### src/rtl/deq_pkg.sv
`timescale 1ns / 1ps
// ----------------------------------------------------------------------------
// Deque package
// Request and status codes, field widths and the controller command word.
// ----------------------------------------------------------------------------
package deq_pkg;

  localparam int unsigned VALUE_W = 32;
  localparam int unsigned COUNT_W = 5;

  typedef enum logic [1:0] {
    REQ_PUSH_FRONT = 2'd0,
    REQ_PUSH_REAR  = 2'd1,
    REQ_POP_FRONT  = 2'd2,
    REQ_POP_REAR   = 2'd3
  } req_e;

  typedef enum logic [1:0] {
    STAT_DONE  = 2'd0,
    STAT_EMPTY = 2'd1,
    STAT_FULL  = 2'd2
  } status_e;

  // Controller to datapath command word.
  typedef struct packed {
    logic load;  // capture the request word
    logic exec;  // run the ring access
  } deq_cmd_t;

endpackage

### src/rtl/deq_req_if.sv
`timescale 1ns / 1ps
// ----------------------------------------------------------------------------
// Deque request channel
// Valid/ready channel carrying one request word.
// ----------------------------------------------------------------------------
interface deq_req_if;
  import deq_pkg::*;

  logic                      valid;
  logic                      ready;
  logic [1:0]                req_type;
  logic signed [VALUE_W-1:0] push_value;

  modport source (output valid, output req_type, output push_value, input ready);
  modport sink   (input valid, input req_type, input push_value, output ready);
endinterface

### src/rtl/deq_rsp_if.sv
`timescale 1ns / 1ps
// ----------------------------------------------------------------------------
// Deque response channel
// Valid/ready channel carrying one result word.
// ----------------------------------------------------------------------------
interface deq_rsp_if;
  import deq_pkg::*;

  logic                      valid;
  logic                      ready;
  logic signed [VALUE_W-1:0] pop_value;
  logic [1:0]                status;
  logic [COUNT_W-1:0]        item_count;

  modport source (output valid, output pop_value, output status, output item_count,
                  input ready);
  modport sink   (input valid, input pop_value, input status, input item_count,
                  output ready);
endinterface

### src/rtl/deq_ctrl.sv
`timescale 1ns / 1ps
// ----------------------------------------------------------------------------
// Deque controller
// Sequences accept, ring access and result handoff for one word at a time.
// ----------------------------------------------------------------------------
module deq_ctrl (
  input  logic              clk_i,
  input  logic              rst_ni,
  input  logic              in_valid_i,
  output logic              in_ready_o,
  output logic              out_valid_o,
  input  logic              out_ready_i,
  output deq_pkg::deq_cmd_t cmd_o
);
  import deq_pkg::*;

  typedef enum logic [1:0] {
    S_IDLE,
    S_EXEC,
    S_RESP
  } state_e;

  state_e state_q;
  logic   in_ready_q;
  logic   out_valid_q;

  always_ff @(posedge clk_i or negedge rst_ni) begin
    if (!rst_ni) begin
      state_q     <= S_IDLE;
      in_ready_q  <= 1'b1;
      out_valid_q <= 1'b0;
    end else begin
      case (state_q)
        S_IDLE: begin
          if (in_valid_i && in_ready_q) begin
            state_q    <= S_EXEC;
            in_ready_q <= 1'b0;
          end
        end
        S_EXEC: begin
          state_q     <= S_RESP;
          out_valid_q <= 1'b1;
        end
        S_RESP: begin
          if (out_ready_i) begin
            state_q     <= S_IDLE;
            out_valid_q <= 1'b0;
            in_ready_q  <= 1'b1;
          end
        end
        default: begin
          state_q     <= S_IDLE;
          in_ready_q  <= 1'b1;
          out_valid_q <= 1'b0;
        end
      endcase
    end
  end

  assign in_ready_o  = in_ready_q;
  assign out_valid_o = out_valid_q;
  assign cmd_o.load  = in_valid_i && in_ready_q;
  assign cmd_o.exec  = (state_q == S_EXEC);

endmodule

### src/rtl/deq_dp.sv
`timescale 1ns / 1ps
// ----------------------------------------------------------------------------
// Deque datapath
// Ring storage, front pointer, fill count and result registers.
// ----------------------------------------------------------------------------
module deq_dp #(
  parameter int unsigned DEPTH = 16
) (
  input  logic                               clk_i,
  input  logic                               rst_ni,
  input  deq_pkg::deq_cmd_t                  cmd_i,
  input  logic [1:0]                         req_type_i,
  input  logic signed [deq_pkg::VALUE_W-1:0] push_value_i,
  output logic signed [deq_pkg::VALUE_W-1:0] pop_value_o,
  output logic [1:0]                         status_o,
  output logic [deq_pkg::COUNT_W-1:0]        item_count_o
);
  import deq_pkg::*;

  localparam int unsigned IW = (DEPTH > 1) ? $clog2(DEPTH) : 1;
  localparam int unsigned CW = $clog2(DEPTH + 1);
  localparam int unsigned SW = CW + 1;

  logic [VALUE_W-1:0] mem [DEPTH];

  req_e               req_q;
  logic [VALUE_W-1:0] val_q;
  logic [IW-1:0]      front_q, front_d;
  logic [CW-1:0]      count_q, count_d;
  logic [VALUE_W-1:0] rd_q;
  status_e            status_q, status_d;
  logic               popok_q;

  logic          is_push, full, empty, ok;
  logic [IW-1:0] front_dec, front_inc, rear_slot, slot;
  logic [CW-1:0] offset;
  logic [SW-1:0] sum;

  // Capture the request word.
  always_ff @(posedge clk_i) begin
    if (cmd_i.load) begin
      req_q <= req_e'(req_type_i);
      val_q <= push_value_i;
    end
  end

  assign is_push = (req_q == REQ_PUSH_FRONT) || (req_q == REQ_PUSH_REAR);
  assign full    = (count_q == CW'(DEPTH));
  assign empty   = (count_q == '0);
  assign ok      = is_push ? !full : !empty;

  assign front_dec = (front_q == '0) ? IW'(DEPTH - 1) : front_q - IW'(1);
  assign front_inc = (front_q == IW'(DEPTH - 1)) ? '0 : front_q + IW'(1);

  // Rear slot: one past the rear value for a push, the rear value for a pop.
  assign offset    = (req_q == REQ_POP_REAR) ? count_q - CW'(1) : count_q;
  assign sum       = SW'(front_q) + SW'(offset);
  assign rear_slot = (sum >= SW'(DEPTH)) ? IW'(sum - SW'(DEPTH)) : IW'(sum);

  always_comb begin
    front_d  = front_q;
    count_d  = count_q;
    slot     = rear_slot;
    status_d = STAT_DONE;
    case (req_q)
      REQ_PUSH_FRONT: begin
        slot = front_dec;
        if (full) status_d = STAT_FULL;
        else begin
          front_d = front_dec;
          count_d = count_q + CW'(1);
        end
      end
      REQ_PUSH_REAR: begin
        if (full) status_d = STAT_FULL;
        else count_d = count_q + CW'(1);
      end
      REQ_POP_FRONT: begin
        slot = front_q;
        if (empty) status_d = STAT_EMPTY;
        else begin
          front_d = front_inc;
          count_d = count_q - CW'(1);
        end
      end
      REQ_POP_REAR: begin
        if (empty) status_d = STAT_EMPTY;
        else count_d = count_q - CW'(1);
      end
      default: begin
        status_d = STAT_DONE;
      end
    endcase
  end

  // Ring storage: one write on a successful push and one registered read per access.
  always_ff @(posedge clk_i) begin
    if (cmd_i.exec && is_push && ok) begin
      mem[slot] <= val_q;
    end
    if (cmd_i.exec) begin
      rd_q <= mem[slot];
    end
  end

  always_ff @(posedge clk_i or negedge rst_ni) begin
    if (!rst_ni) begin
      front_q  <= '0;
      count_q  <= '0;
      status_q <= STAT_DONE;
      popok_q  <= 1'b0;
    end else if (cmd_i.exec) begin
      front_q  <= front_d;
      count_q  <= count_d;
      status_q <= status_d;
      popok_q  <= ok && !is_push;
    end
  end

  assign pop_value_o  = popok_q ? rd_q : '0;
  assign status_o     = status_q;
  assign item_count_o = COUNT_W'(count_q);

endmodule

### src/rtl/double_ended_queue.sv
`timescale 1ns / 1ps
// ----------------------------------------------------------------------------
// Double-ended queue
// Ring buffer of DEPTH signed 32-bit words with push and pop at both ends.
// ----------------------------------------------------------------------------
// Timing: an accepted request passes through the ring access state, and the
//   result word is registered and held until it is taken.
// Flow: a new request is taken only after the result is handed off;
//   the controller steps accept, ring access and result handoff one at a time.
// Reset: front pointer and fill count clear to zero and the block is ready at
//   once; ring contents stay undefined until written, with no clearing pass.
module double_ended_queue #(
  parameter int unsigned DEPTH = 16
) (
  input  logic clk_i,
  input  logic rst_ni,
  deq_req_if.sink   req_i,
  deq_rsp_if.source rsp_o
);
  import deq_pkg::*;

  deq_cmd_t cmd;

  // Controller: take one request word, run the ring access, hand off the result.
  deq_ctrl u_ctrl (
    .clk_i       (clk_i),
    .rst_ni      (rst_ni),
    .in_valid_i  (req_i.valid),
    .in_ready_o  (req_i.ready),
    .out_valid_o (rsp_o.valid),
    .out_ready_i (rsp_o.ready),
    .cmd_o       (cmd)
  );

  // Datapath: ring storage, pointers and the held result word.
  deq_dp #(
    .DEPTH (DEPTH)
  ) u_dp (
    .clk_i        (clk_i),
    .rst_ni       (rst_ni),
    .cmd_i        (cmd),
    .req_type_i   (req_i.req_type),
    .push_value_i (req_i.push_value),
    .pop_value_o  (rsp_o.pop_value),
    .status_o     (rsp_o.status),
    .item_count_o (rsp_o.item_count)
  );

endmodule

### src/flat_wrapper.sv
// flat-port wrapper written by rule: the top's interface ports become plain ports
module double_ended_queue_flat import deq_pkg::*;
#(
  parameter int unsigned DEPTH = 16
)
  (clk_i, rst_ni, req_i_valid, req_i_req_type, req_i_push_value, req_i_ready, rsp_o_valid, rsp_o_pop_value, rsp_o_status, rsp_o_item_count, rsp_o_ready);
  deq_req_if req_i_i ();
  deq_rsp_if rsp_o_i ();
  input  logic clk_i;
  input  logic rst_ni;
  input wire logic [$bits(req_i_i.valid)-1:0] req_i_valid;
  input wire logic [$bits(req_i_i.req_type)-1:0] req_i_req_type;
  input wire logic [$bits(req_i_i.push_value)-1:0] req_i_push_value;
  output wire logic [$bits(req_i_i.ready)-1:0] req_i_ready;
  output wire logic [$bits(rsp_o_i.valid)-1:0] rsp_o_valid;
  output wire logic [$bits(rsp_o_i.pop_value)-1:0] rsp_o_pop_value;
  output wire logic [$bits(rsp_o_i.status)-1:0] rsp_o_status;
  output wire logic [$bits(rsp_o_i.item_count)-1:0] rsp_o_item_count;
  input wire logic [$bits(rsp_o_i.ready)-1:0] rsp_o_ready;
  assign req_i_i.valid = req_i_valid;
  assign req_i_i.req_type = req_i_req_type;
  assign req_i_i.push_value = req_i_push_value;
  assign req_i_ready = req_i_i.ready;
  assign rsp_o_valid = rsp_o_i.valid;
  assign rsp_o_pop_value = rsp_o_i.pop_value;
  assign rsp_o_status = rsp_o_i.status;
  assign rsp_o_item_count = rsp_o_i.item_count;
  assign rsp_o_i.ready = rsp_o_ready;
  double_ended_queue #(.DEPTH(DEPTH)) u_core (.clk_i(clk_i), .rst_ni(rst_ni), .req_i(req_i_i), .rsp_o(rsp_o_i));
endmodule
### config.mk
export PLATFORM = sky130hd
export DESIGN_NAME = double_ended_queue_flat
export DESIGN_NICKNAME = d
export VERILOG_FILES = /design/src/rtl/deq_pkg.sv /design/src/rtl/deq_req_if.sv /design/src/rtl/deq_rsp_if.sv /design/src/rtl/deq_ctrl.sv /design/src/rtl/deq_dp.sv /design/src/rtl/double_ended_queue.sv /design/src/flat_wrapper.sv
export SDC_FILE = /design/constraint.sdc
export NUM_CORES = 1
export LEC_CHECK = 0
export ABC_CLOCK_PERIOD_IN_PS = 7050
export BUFFER_PORTS_ARGS = -buffer_cell sky130_fd_sc_hd__clkbuf_2
export CAP_MARGIN = 20
export CORE_MARGIN = 1.5
export CORE_UTILIZATION = 40
export DETAILED_ROUTE_END_ITERATION = 8
export SLEW_MARGIN = 20
export SYNTH_ARGS = -nofsm -noshare
export SYNTH_HDL_FRONTEND = slang
export SYNTH_SLANG_ARGS = --single-unit
### constraint.sdc
create_clock -name clk_i -period 7.05 [get_ports clk_i]
set_input_delay 1.0575 -clock clk_i [delete_from_list [all_inputs] [get_ports clk_i]]
set_output_delay 1.0575 -clock clk_i [all_outputs]
set_load 0.02 [all_outputs]
# Word level (Yosys, flattened, before mapping)
# Memories as Yosys holds them, arrays and structs flattened. A register that Yosys moved wholly into a read port is not among the register bits.
# Index checks and enable logic that the tools add are counted.
# totals
regBits	50
latch_bits	0
ram_bits	512
romBits	0
inputBits	38
out_inout_bits	41
word_cells	78
mem_count	1
# op_classes
add_sub_neg	6
multipliers	0
div_mod_pow	0
order_cmp	1
eq_ne	13
n_shift	0
mux	26
bitwise_logic	2
n_reduce_logical	20
# mem_list
name	words	word_bits	rd	rd_clocked_by_memory_dff	wr	line_no	rtl
u_core.u_dp.mem	16	32	1	1	1	deq_dp.sv:24	logic [VALUE_W-1:0] mem [DEPTH];
# op_table
operator	count
32-bit 2-to-1 mux	1
4-bit 2-to-1 mux	5
4-bit one-hot mux with 2 select lines	2
5-bit 2-to-1 mux	3
2-bit != test (second input constant)	5
5-bit one-hot mux with 2 select lines	1
4-bit by 1-bit subtractor with 4-bit output (second input constant)	2
1-bit 2-to-1 mux	7
4-bit by 5-bit adder with 6-bit output	1
2-bit equality test (second input constant)	3
6-bit by 5-bit greater-or-equal comparator with 1-bit output (second input constant)	1
2-bit 2-to-1 mux	3
1-bit one-hot mux with 3 select lines	2
2-bit one-hot mux with 3 select lines	1
3-bit AND reduction	2
5-bit by 1-bit adder with 5-bit output (second input constant)	1
5-bit equality test (second input constant)	1
5-bit zero test	1
5-bit by 1-bit subtractor with 5-bit output (second input constant)	1
4-bit by 1-bit adder with 4-bit output (second input constant)	1
2-bit by 1-bit equality test with 1-bit output (second input constant)	2
4-bit equality test (second input constant)	1
1-bit logical AND	4
2-bit zero test	2
other kinds (10)	15

# Depth between registers and ports, before layout
# Gate-level depths: netlist (run 1).
# logic_depth
depth_word	6
mapped_depth	15
ltp_nobuf	11

# Hierarchy
# Synthesis (run 1) repeated with hierarchy kept, for this count alone.
# unflattened
hier_cells	1327
area_unflattened_um2	23237.3
# by_module_without_submodules
module	instances	cells_each	area_each_um2
deq_dp	1	1312	23069.6
deq_ctrl	1	15	167.7

# Least setup slack after synthesis (run 1)
# OpenSTA, ideal clock, no wires.
# synth_path
path_type	reg2reg
from	register u_core.u_dp.count_q[0] (netlist: u_core.u_dp.item_count_o[0])
to	memory u_core.u_dp.mem[10][0] (enable)
setup_ns	0.461
t_arrival_ns	4.732
path_slack_ns	1.857
path_stages_with_launch	11
n_path_buf	1
path_cell_list	dfrtp_1 -> inv_1 -> ha_1 -> o21ai_0 -> inv_1 -> fa_1 -> xnor2_2 -> nor2_1 -> a21oi_1 -> clkbuf_1 -> nor3_1
# synth_between
elab_chain_len	6
# synth_rtl
element	line_no	rtl
from (decl)	deq_dp.sv:29	logic [CW-1:0] count_q, count_d;
from (signal assigned)	deq_dp.sv:114	count_q <= count_d;
5-bit by 1-bit subtractor with 5-bit output, or another cell as far along	deq_dp.sv:56	assign offset = (req_q == REQ_POP_REAR) ? count_q - CW'(1) : count_q;
5-bit 2-to-1 mux / 1-bit zero test (equally long branches)	deq_dp.sv:56, deq_dp.sv:50	
4-bit by 5-bit adder with 6-bit output / 1-bit 2-to-1 mux (equally long branches)	deq_dp.sv:57, deq_dp.sv:50	
6-bit by 5-bit greater-or-equal comparator with 1-bit output, or another cell as far along	deq_dp.sv:58	assign rear_slot = (sum >= SW'(DEPTH)) ? IW'(sum - SW'(DEPTH)) : IW'(sum);
4-bit 2-to-1 mux / 1-bit 2-to-1 mux (equally long branches)	deq_dp.sv:58, deq_dp.sv:98	
4-bit one-hot mux with 2 select lines / 1-bit 2-to-1 mux (equally long branches)	deq_dp.sv:65, deq_dp.sv:99	
to (decl)	deq_dp.sv:24	
# Several ways; a longest one is shown, not always the timed one.

# Worst setup path after layout (run 1)
# layout_path
from	register u_core.u_dp.req_q[1]
to	memory u_core.u_dp.mem[14][0] (enable)
# layout_between
elab_chain_len	6
# layout_rtl
element	line_no	rtl
from (decl)	deq_dp.sv:26	req_e req_q;
from (signal assigned)	deq_dp.sv:42	req_q <= req_e'(req_type_i);
2-bit equality test, or another cell as far along	deq_dp.sv:56	
5-bit 2-to-1 mux / 1-bit logical OR (equally long branches)	deq_dp.sv:56, deq_dp.sv:47	
4-bit by 5-bit adder with 6-bit output, or another cell as far along	deq_dp.sv:57	assign sum = SW'(front_q) + SW'(offset);
6-bit by 5-bit greater-or-equal comparator with 1-bit output, or another cell as far along	deq_dp.sv:58	
4-bit 2-to-1 mux / 1-bit 2-to-1 mux (equally long branches)	deq_dp.sv:58, deq_dp.sv:98	
4-bit one-hot mux with 2 select lines / 1-bit 2-to-1 mux (equally long branches)	deq_dp.sv:65, deq_dp.sv:99	
# Several ways; a longest one is shown, not always the timed one.

==> results of run 1 <==
kinds of logic after synthesis:
| logic type | synth area share |
|---|---|
| flops | 0.756 |
| buf+inv | 0.0261 |
| mux | 0.0420 |
| fa+ha+maj | 0.00512 |
| simple gates | 0.0904 |
| xor+xnor | 0.00613 |
| compound gates | 0.0739 |
critical path, stage by stage (launching register included):
cell,delay (ns)
edfxtp_1,0.83
nand2_2,0.20
xnor2_1,0.20
ha_1,0.20
inv_1,0.07
fa_1,0.44
xnor2_2,0.34
nor2_1,0.17
a21oi_4,0.63
nand2_1,0.43
nor2_4,0.67
buf_4,0.45
power groups by stage:
stage,logic [W],clock network (W),registers (W)
floorplan,0.00138,0,0.00399
global placement,0.00183,0,0.00400
detailed placement,0.00186,0,0.00400
CTS,0.00186,0.00315,0.00393
global route,0.00201,0.00327,0.00393
finish,0.00185,0.00309,0.00393
how the worst max path moves through the flow:
| stage | to | cells after the start | slack (ns) |
|---|---|---|---|
| floorplan | u_core.u_dp.mem[10][0] | 10 | 1.86 |
| global placement | u_core.u_dp.mem[6][16] | 10 | 2.14 |
| detailed placement | u_core.u_dp.mem[14][6] | 11 | 2.04 |
| CTS | u_core.u_dp.mem[14][0] | 11 | 2.02 |
| global route | u_core.u_dp.mem[14][0] | 11 | 1.78 |
| finish | u_core.u_dp.mem[14][0] | 11 | 2.04 |
sequential cells by signal (all words and copies together) (netlist names):
register,cells
u_core.u_dp.mem,512
u_core.u_ctrl.out_valid_o,1
u_core.u_dp.status_o,2
u_core.u_dp.item_count_o,5
u_core.u_dp.popok_q,1
u_core.u_ctrl.in_ready_o,1
u_core.u_ctrl.state_q,2
u_core.u_dp.val_q,32
u_core.u_dp.rd_q,32
u_core.u_dp.req_q,2
u_core.u_dp.front_q,4
cell type report:
cell class                      instances  area share
Timing Repair Buffer                  104      0.0269
Inverter                               10     0.00150
Clock inverter                         42      0.0133
Sequential cell                       594       0.667
Clock buffer                           67      0.0581
Multi-Input combinational cell        808       0.198
Tap cell                              765      0.0359
per-stage QoR:
step | worst slack [ns] | util | total power, W | std cells | hold slack (ns)
6_report | 2.04 | 0.461 | 0.00886 | 2390 | 0.381
5_1_grt | 1.78 | 0.461 | 0.00921 | 2390 | 0.399
4_1_cts | 2.02 | 0.461 | 0.00894 | 2390 | 0.358
3_5_place_dp | 2.04 | 0.428 | 0.00586 | 2281 | 0.468
3_3_place_gp | 2.14 | 0.426 | 0.00583 | 2277 | 0.464
2_1_floorplan | 1.86 | - | 0.00537 | 1506 | 0.446
layer usage:
metal / share of wire / track usage / vias to the layer above
li1: - / - / 5924
met1: 0.44 / 0.245 / 6559
met2: 0.48 / 0.296 / 337
met3: 0.046 / 0.0236 / 106
met4: 0.030 / 0.0681 / 0
met5: 0 / 0 / -
cell usage in the layout (no fill, tap or decap), drive strengths merged, types with 12 or more instances in the layout:
cell type,netlist,layout
nand2,278,278
o31ai,34,34
nand4,34,34
edfxtp,578,578
nor2,121,121
a32oi,32,32
and2,36,36
o2111ai,32,32
clkinv,0,31
a32o,65,65
buf,78,26
a21oi,12,12
dfrtp,15,15
mux2i,96,96
clkbuf,16,145
==> impl_metrics.py, run 1 <==
metrics = {
    "sta": {
        "final_hold_viol_count": 0,
        "period_needed_ns": 5.01,
        "rsz0062_at_grt": "no",
        "maxSlewViolCount": 0,
        "fmax_ghz": 0.200,
        "tns_ns": 0,
        "finalClockSkew_ns": 0.0149,
        "slew_headroom": 0.237,
        "post-route-period-util": 0.710,
        "setup_viol": 0,
        "tightest_slew_ns": 1.14,
    },
    "logic_synthesis": {
        "syn_inst": 1506,
        "synth_cell_types": 57,
        "synth_area_leaders": "edfxtp_1 (74%), nand2_1 (4.4%), mux2i_1 (4.1%)",
        "post-synth-top-count-cell": "edfxtp_1",
        "yosys.area.top_type": "edfxtp_1",
        "ys.flop_type": "edfxtp_1",
        "yosys-top-cells-count": "edfxtp_1 (578), nand2_1 (275), nor2_1 (119)",
        "synth_top_area_share": 0.739,
        "synth_seq_cells": 594,
        "synth_edf_count": 578,
        "synth_nets": 1553,
        "synth_area_um2": 23500,
        "yosys_warnings": 0,
        "async_flop_share": 0.0269,
        "avgSynthCellArea_um2": 15.6,
        "seq_area_frac_synth": 0.756,
    },
    "pwr": {
        "p_seq_frac": 0.443,
        "power_density_nw_per_um2": 333,
        "p_int_w": 0.00630,
        "pwr-share-clk": 0.349,
        "sw_frac_of_total": 0.289,
        "peakVddDrop_mv": 0.273,
        "combPwrFrac": 0.208,
        "p_leak_nw": 8.98,
        "p_sw_w": 0.00256,
    },
    "placed_design": {
        "placed_area_um2": 24700,
        "place.detailed.hpwl_um": 29700,
        "gp_congestion": 0.769,
        "portBuffers": 78,
    },
    "clock_network": {
        "cts-hold-fix-buffers": 0,
        "clockBufferDepth": 3,
        "h-tree-depth": 2,
        "numCtsBuffers": 60,
        "post_cts_buffers": 0,
        "cts_resized": 0,
        "cts_tree": "done",
        "clk_latency_ns": 0.61,
        "clock-sinks": 594,
        "clkTransAtPathRegs_ns": 0.06,
        "cts_root_buffer": "clkbuf_16",
    },
    "outcome": {
        "outcome": "complete, no violations",
    },
    "finish": {
        "multiInputGateArea_um2": 5270,
        "num-fill-cells": 4925,
        "area_growth_pct": 13.5,
        "finish.instance_area_um2": 26600,
        "area.sequential_um2": 17800,
        "n_antenna_cell": 0,
        "nets": 1625,
        "drive_gt1_frac": 0.143,
    },
    "global_routing": {
        "first_global_vias": 13200,
        "grt_usage": 0.180,
        "antenna_found_initial": 0,
        "overflow": 0,
        "grt_pass1_wl_um": 81800,
        "grt_max_degree": 161,
    },
    "critical_path": {
        "worstSetupStartpoint": "u_core.u_dp.req_q[1]",
        "critPathMaxFanout": 21,
        "worstSetupPathType": "reg2reg",
        "reg2reg_slack_ns": 2.04,
        "required_ns": 7.32,
        "crit_arrival_ns": 5.28,
        "startpoint_type": "register",
        "r2r_start": "u_core.u_dp.req_q[1]",
        "reg2reg_depth": 11,
        "reg2reg_to": "u_core.u_dp.mem[14][0]",
        "worst_setup_path_end_kind": "register",
    },
    "die": {
        "io_pins": 79,
        "die_h_um": 245,
        "dieArea_um2": 60200,
        "coreArea_um2": 57800,
        "fp.dieW_um": 245,
        "rows": 88,
        "start_util": 0.406,
    },
    "routing": {
        "drt_pre_antenna_iters": 7,
        "drt.antenna.violating_nets": 0,
        "drt_iter0_drc": 1073,
        "routed_wl_um": 53800,
        "drc": 0,
        "route.vias.total": 12900,
        "wl_per_cell_um": 22.5,
        "via_per_inst": 5.41,
    },
    "run": {
        "drv_cap": 0,
    },
    "min_path": {
        "hold_path.class": "in2async",
    },
}
(Power assumes the default switching activity.)
==> run 2, diff against run 1 <==
ABC_AREA = 1   (was unset)
ABC_CLOCK_PERIOD_IN_PS = 5200   (was 7050)
clock period = 5.2 ns   (was 7.05 ns; I/O delays follow)
==> impl_metrics.py, run 2 <==
metrics = {
    "logic_synthesis": {
        "yosys.area.top_type": "edfxtp_1",
        "ys.flop_type": "edfxtp_1",
        "synthMuxAreaShare": 0.000443,
        "synth_cell_types": 35,
        "synth_area_um2": 25400,
        "synth_top_area_share": 0.683,
        "yosys.area_share.simple": 0.247,
        "yosys-top-cells-count": "nand2_1 (1250), edfxtp_1 (578), nand3_1 (275)",
        "yosys_warnings": 0,
        "synth_seq_cells": 594,
        "synth_fa_ha_area_frac": 0.00473,
        "seq_area_frac_synth": 0.699,
        "avgSynthCellArea_um2": 10.6,
        "synth_area_leaders": "edfxtp_1 (68%), nand2_1 (18%), nand3_1 (5.4%)",
        "synth_top_family_by_area": "simple AND/OR/NAND/NOR gates",
        "synth_edf_count": 578,
        "async_flop_share": 0.0269,
        "syn_inst": 2406,
        "synth_nets": 2453,
        "synth_xor_area_frac": 0.00276,
        "post-synth-top-count-cell": "nand2_1",
        "synth-compound-area-share": 0.00680,
    },
    "critical_path": {
        "critPathMaxFanout": 49,
        "required_ns": 5.43,
        "crit_slowest_cell": "edfxtp_1",
        "critical_path.top_delay_family": "buffers and inverters",
        "crit_arrival_ns": 4.63,
        "cp_slowest_stage_delay_ns": 0.70,
        "cp_num_buf_inv": 4,
        "worstSetupPathType": "reg2reg",
        "startpoint_type": "register",
        "path_cells": "nand2_2 > xor2_1 > ha_1 > inv_1 > fa_1 > inv_1 > o21ai_0 > nand3_4 > buf_4 > nand2_1 > nor2_4 > buf_4",
        "worst_setup_path_end_kind": "register",
    },
    "clock_network": {
        "clkTransAtPathRegs_ns": 0.06,
        "clock-sinks": 594,
        "cts-hold-fix-buffers": 0,
        "numCtsBuffers": 66,
        "cts_resized": 0,
        "cts_root_buffer": "clkbuf_16",
        "cts_tree": "done",
        "post_cts_buffers": 0,
        "clk_latency_ns": 0.61,
        "h-tree-depth": 3,
        "clockBufferDepth": 3,
    },
    "routing": {
        "route.met3.wl_um": 3450,
        "wl_met2_um": 31300,
        "drc": 0,
        "top_layer": "met4",
        "via_per_inst": 5.07,
        "routed_wl_um": 64600,
        "drt_pre_antenna_iters": 5,
        "wl_met1_um": 28700,
        "drt_iter0_drc": 1500,
        "wl_per_cell_um": 19.3,
        "route.vias.total": 17000,
        "drt.antenna.violating_nets": 0,
    },
    "die": {
        "fp.dieW_um": 255,
        "coreArea_um2": 63000,
        "die_h_um": 255,
        "dieArea_um2": 65000,
        "io_pins": 79,
        "rows": 92,
        "start_util": 0.403,
    },
    "sta": {
        "fmax_ghz": 0.227,
        "tightest_slew_ns": 1.17,
        "setup_viol": 0,
        "maxSlewViolCount": 0,
        "fin_ws_ns": 0.798,
        "post-route-period-util": 0.846,
        "final_hold_viol_count": 0,
        "tns_ns": 0,
        "rsz0062_at_grt": "no",
        "period_needed_ns": 4.40,
        "slew_headroom": 0.223,
        "finalClockSkew_ns": 0.0175,
    },
    "pwr": {
        "peakVddDrop_mv": 0.417,
        "p_leak_nw": 11.9,
        "power_density_nw_per_um2": 625,
    },
    "finish": {
        "drive_gt1_frac": 0.101,
        "nets": 2504,
        "n_antenna_cell": 0,
        "layout_common_cells": "nand2_1 (1250), edfxtp_1 (578), nand3_1 (274), clkbuf_2 (78), clkbuf_16 (66)",
        "largest_reg_flops": 512,
        "regMostFlops": "u_core.u_dp.mem",
        "area_growth_pct": 13.2,
        "final_common_cell": "nand2_1",
        "top_regs": "u_core.u_dp.mem (512), u_core.u_dp.rd_q (32), u_core.u_dp.val_q (32)",
    },
    "global_routing": {
        "grt_max_degree": 153,
        "grt_pass1_wl_um": 99600,
        "first_global_vias": 16700,
        "grt_usage": 0.203,
        "overflow": 0,
        "antenna_found_initial": 0,
    },
    "outcome": {
        "outcome": "complete, no violations",
    },
    "placed_design": {
        "pre_cts_ws_ns": 0.843,
        "portBuffers": 78,
        "place.detailed.hpwl_um": 32400,
        "gp_congestion": 0.815,
    },
    "min_path": {
        "hold_path.class": "in2async",
    },
    "run": {
        "drv_cap": 0,
    },
}
==> run 2: changes by cell type in the layout (fill, tap and decap cells not counted), moves of 16 or more <==
cell / change
a32oi_1: -32
o31ai_1: -33
o2111ai_1: -32
and2_1: -34
inv_1: +44
nor2_1: -98
buf_4: +16
nand2_1: +975
nand3_1: +272
mux2i_1: -96
nand4_1: -31
a32o_1: -65
==> run 2: kinds of logic (layout without fill, tap and decap cells) <==
group / count (synthesis) / after routing
AOI/OAI and AO/OA: 31 / 31
adders and majority gates: 9 / 9
muxes: 1 / 1
DFF: 594 / 594
buffers and inverters: 200 / 300
and+or+nand+nor: 1563 / 1563
xor gates and xnor gates: 8 / 8
==> run 2: worst paths after layout <==
check	startpoint	end	slack [ns]	depth (start not counted)
worst min-delay path	rst_ni	u_core.u_dp.status_o[0]	0.10	1
min in group clk_i	req_i_push_value[25]	u_core.u_dp.val_q[25]	0.35	1
worst max-delay path	u_core.u_dp.req_q[1]	u_core.u_dp.mem[5][21]	0.80	12
worst min register to register	u_core.u_ctrl.in_ready_o	u_core.u_ctrl.in_ready_o	0.48	2
worst max register to register	u_core.u_dp.req_q[1]	u_core.u_dp.mem[5][21]	0.80	12
max in group asynchronous	rst_ni	u_core.u_ctrl.in_ready_o	4.76	1
==> run 2: per-layer routing <==
layer | global-route usage | up-vias
met4 | 0.0597 | 0
met1 | 0.271 | 8325
met5 | 0 | -
met2 | 0.342 | 476
met3 | 0.0308 | 78
li1 | - | 8110
==> run 2: through the flow <==
stage	hold WS (ns)	instance area (um^2)	cells	power, W	util
finish	0.105	28700	3352	0.0180	0.457
global route	0.122	28700	3352	0.0193	0.457
CTS	0.0848	28700	3352	0.0181	0.457
detailed placement	0.480	26700	3235	0.0136	0.424
global placement	0.457	26700	3235	0.0135	0.424
floorplan	0.438	25400	2406	0.0116	-
==> run 2: worst register-to-register path: stages (launching register included) <==
cell	delay (ns)
edfxtp_1	0.70
nand2_2	0.20
xor2_1	0.20
ha_1	0.19
inv_1	0.07
fa_1	0.39
inv_1	0.08
o21ai_0	0.14
nand3_4	0.28
buf_4	0.66
nand2_1	0.41
nor2_4	0.15
buf_4	0.55
==> run 2: power by group <==
part | switching [W] | internal (W) | total [W]
Sequential | 0.000384 | 0.00590 | 0.00628
Combinational | 0.00524 | 0.00195 | 0.00719
Clock | 0.00189 | 0.00262 | 0.00450
==> run 2: layout make-up <==
class                      count  area (um^2)
fill                        5800        34200
sequential                   594        17800
multi-input combinational   1612         6810
clock buffer                  86         1740
tap                          846         1060
timing repair buffer         122          837
clock inverter                31          314
inverter                      61          236
==> run 3, diff against run 2 <==
ABC_AREA = 0   (was 1)
ABC_CLOCK_PERIOD_IN_PS = 4400   (was 5200)
clock period = 4.4 ns   (was 5.2 ns; I/O delays follow)
==> impl_metrics.py, run 3 (same netlist as run 1, synthesis figures left out) <==
metrics = {
    "critical_path": {
        "required_ns": 4.76,
        "reg2reg_depth": 13,
        "worst_setup_path_end_kind": "register",
        "cp_slowest_stage_delay_ns": 0.51,
        "crit_slowest_cell": "dfrtp_1",
        "reg2reg_slack_ns": 0.45,
        "cp_num_buf_inv": 4,
        "critical_path.top_delay_family": "buffers and inverters",
        "critPathMaxFanout": 24,
        "worstSetupPathType": "reg2reg",
        "worstSetupStartpoint": "u_core.u_dp.item_count_o[0]",
        "startpoint_type": "register",
        "crit_arrival_ns": 4.32,
        "path_cells": "inv_1 > ha_1 > o21ai_0 > inv_1 > fa_1 > xnor2_2 > nor2_1 > a21oi_4 > buf_4 > buf_4 > nand4_1 > o2111ai_1 > o31ai_1",
        "r2r_start": "u_core.u_dp.item_count_o[0]",
        "reg2reg_to": "u_core.u_dp.rd_q[21]",
    },
    "clock_network": {
        "clkTransAtPathRegs_ns": 0.06,
        "clock-sinks": 594,
        "cts_resized": 0,
        "h-tree-depth": 2,
        "cts_tree": "done",
        "numCtsBuffers": 61,
        "post_cts_buffers": 0,
        "cts_root_buffer": "clkbuf_16",
        "clockBufferDepth": 3,
        "clk_latency_ns": 0.63,
    },
    "die": {
        "io_pins": 79,
        "start_util": 0.406,
        "dieArea_um2": 60200,
        "fp.dieW_um": 245,
        "coreArea_um2": 57800,
        "die_h_um": 245,
        "rows": 88,
    },
    "finish": {
        "regMostFlops": "u_core.u_dp.mem",
        "n_antenna_cell": 0,
        "area_growth_pct": 14.7,
        "finish.instance_area_um2": 26900,
        "largest_reg_flops": 512,
        "top_regs": "u_core.u_dp.mem (512), u_core.u_dp.rd_q (32), u_core.u_dp.val_q (32)",
        "final_common_cell": "edfxtp_1",
        "drive_gt1_frac": 0.153,
        "layout_common_cells": "edfxtp_1 (578), nand2_1 (275), nor2_1 (106), mux2i_1 (96), clkbuf_2 (78)",
        "nets": 1653,
    },
    "outcome": {
        "outcome": "complete, no violations",
    },
    "min_path": {
        "hold_path.startpoint": "req_i_push_value[12]",
        "hold_depth": 1,
        "hold_path.class": "in2reg",
        "min_to": "u_core.u_dp.val_q[12]",
    },
    "sta": {
        "post-route-period-util": 0.899,
        "period_needed_ns": 3.95,
        "tns_ns": 0,
        "tightest_slew_ns": 1.13,
        "fmax_ghz": 0.253,
        "slew_headroom": 0.247,
        "setup_viol": 0,
        "rsz0062_at_grt": "no",
        "finalClockSkew_ns": 0.0189,
        "maxSlewViolCount": 0,
        "final_hold_viol_count": 0,
    },
    "placed_design": {
        "place.detailed.hpwl_um": 30600,
        "placed_area_um2": 25000,
        "gp_congestion": 0.771,
        "portBuffers": 78,
    },
    "global_routing": {
        "grt_max_degree": 99,
        "first_global_vias": 13200,
        "grt_usage": 0.186,
        "antenna_found_initial": 0,
        "grt_pass1_wl_um": 83400,
        "overflow": 0,
    },
    "pwr": {
        "peakVddDrop_mv": 0.314,
        "design_power_total_w": 0.0142,
        "p_leak_nw": 9.12,
        "power_density_nw_per_um2": 528,
    },
    "routing": {
        "wl_per_cell_um": 23.0,
        "drc": 0,
        "drt.antenna.violating_nets": 0,
        "drt_pre_antenna_iters": 5,
        "via_per_inst": 5.42,
        "routed_wl_um": 55500,
        "route.vias.total": 13100,
        "drt_iter0_drc": 1085,
    },
    "run": {
        "drv_cap": 0,
    },
}
==> run 3: changes by cell type in the layout (fill, tap and decap cells not counted), sizes merged, moves of 57 or more <==
cell,before,now
mux2i,0,96
nand2,1255,278
a32o,0,65
inv,67,10
nor2,26,121
nand3,277,3
==> run 3: cell type report <==
class                   count  area [um^2]
flip-flops and latches    594        17800
multi-input cells         808         5270
clock inverters            34          299
well taps                 765          957
clock buffers              74         1580
repair buffers            131         1030
inverters                  10         37.5
fillers                  5014        30900
==> run 3: worst reg2reg max path, cell delays in order (launching register included) <==
cell and delay, ns:
dfrtp_1 0.51, inv_1 0.14, ha_1 0.34, o21ai_0 0.26, inv_1 0.09, fa_1 0.41, xnor2_2 0.34, nor2_1 0.17
a21oi_4 0.26, buf_4 0.43, buf_4 0.33, nand4_1 0.16, o2111ai_1 0.16, o31ai_1 0.10
==> run 3: worst max-delay path by stage <==
stage	cells after the start	to	slack, ns
3_5_place_dp	11	u_core.u_dp.mem[14][11]	0.51
6_report	13	u_core.u_dp.rd_q[21]	0.45
3_3_place_gp	13	u_core.u_dp.rd_q[16]	0.59
4_1_cts	13	u_core.u_dp.rd_q[1]	0.47
5_1_grt	13	u_core.u_dp.rd_q[21]	0.23
2_1_floorplan	10	u_core.u_dp.mem[10][0]	-0.79
==> run 3: timing repair <==
item | CTS | global route
hold buffers | 1 | 0
setup endpoints to repair | 0 | 0
hold endpoints to repair | 15 | 0
==> run 3: per-stage QoR <==
| stage | setup slack [ns] | hold slack (ns) | instances | util |
|---|---|---|---|---|
| 2_1_floorplan | -0.793 | 0.364 | 1506 | - |
| 3_3_place_gp | 0.587 | 0.461 | 2307 | 0.433 |
| 3_5_place_dp | 0.507 | 0.473 | 2307 | 0.433 |
| 4_1_cts | 0.471 | 0.172 | 2416 | 0.466 |
| 5_1_grt | 0.234 | 0.183 | 2416 | 0.466 |
| 6_report | 0.445 | 0.207 | 2416 | 0.466 |
==> run 3: power by group <==
| group | leakage (nW) | switching (W) | total [W] | internal, W |
|---|---|---|---|---|
| Clock | 0.904 | 0.00212 | 0.00489 | 0.00277 |
| Combinational | 2.81 | 0.00197 | 0.00304 | 0.00108 |
| Sequential | 5.41 | 0.0000723 | 0.00629 | 0.00622 |
==> run 3: routing by layer <==
metal	track usage	routed length (um)	vias up
met3	0.0247	2640	111
met5	0	0	-
li1	-	-	5978
met1	0.250	24100	6648
met2	0.305	26800	347
met4	0.0766	2030	0
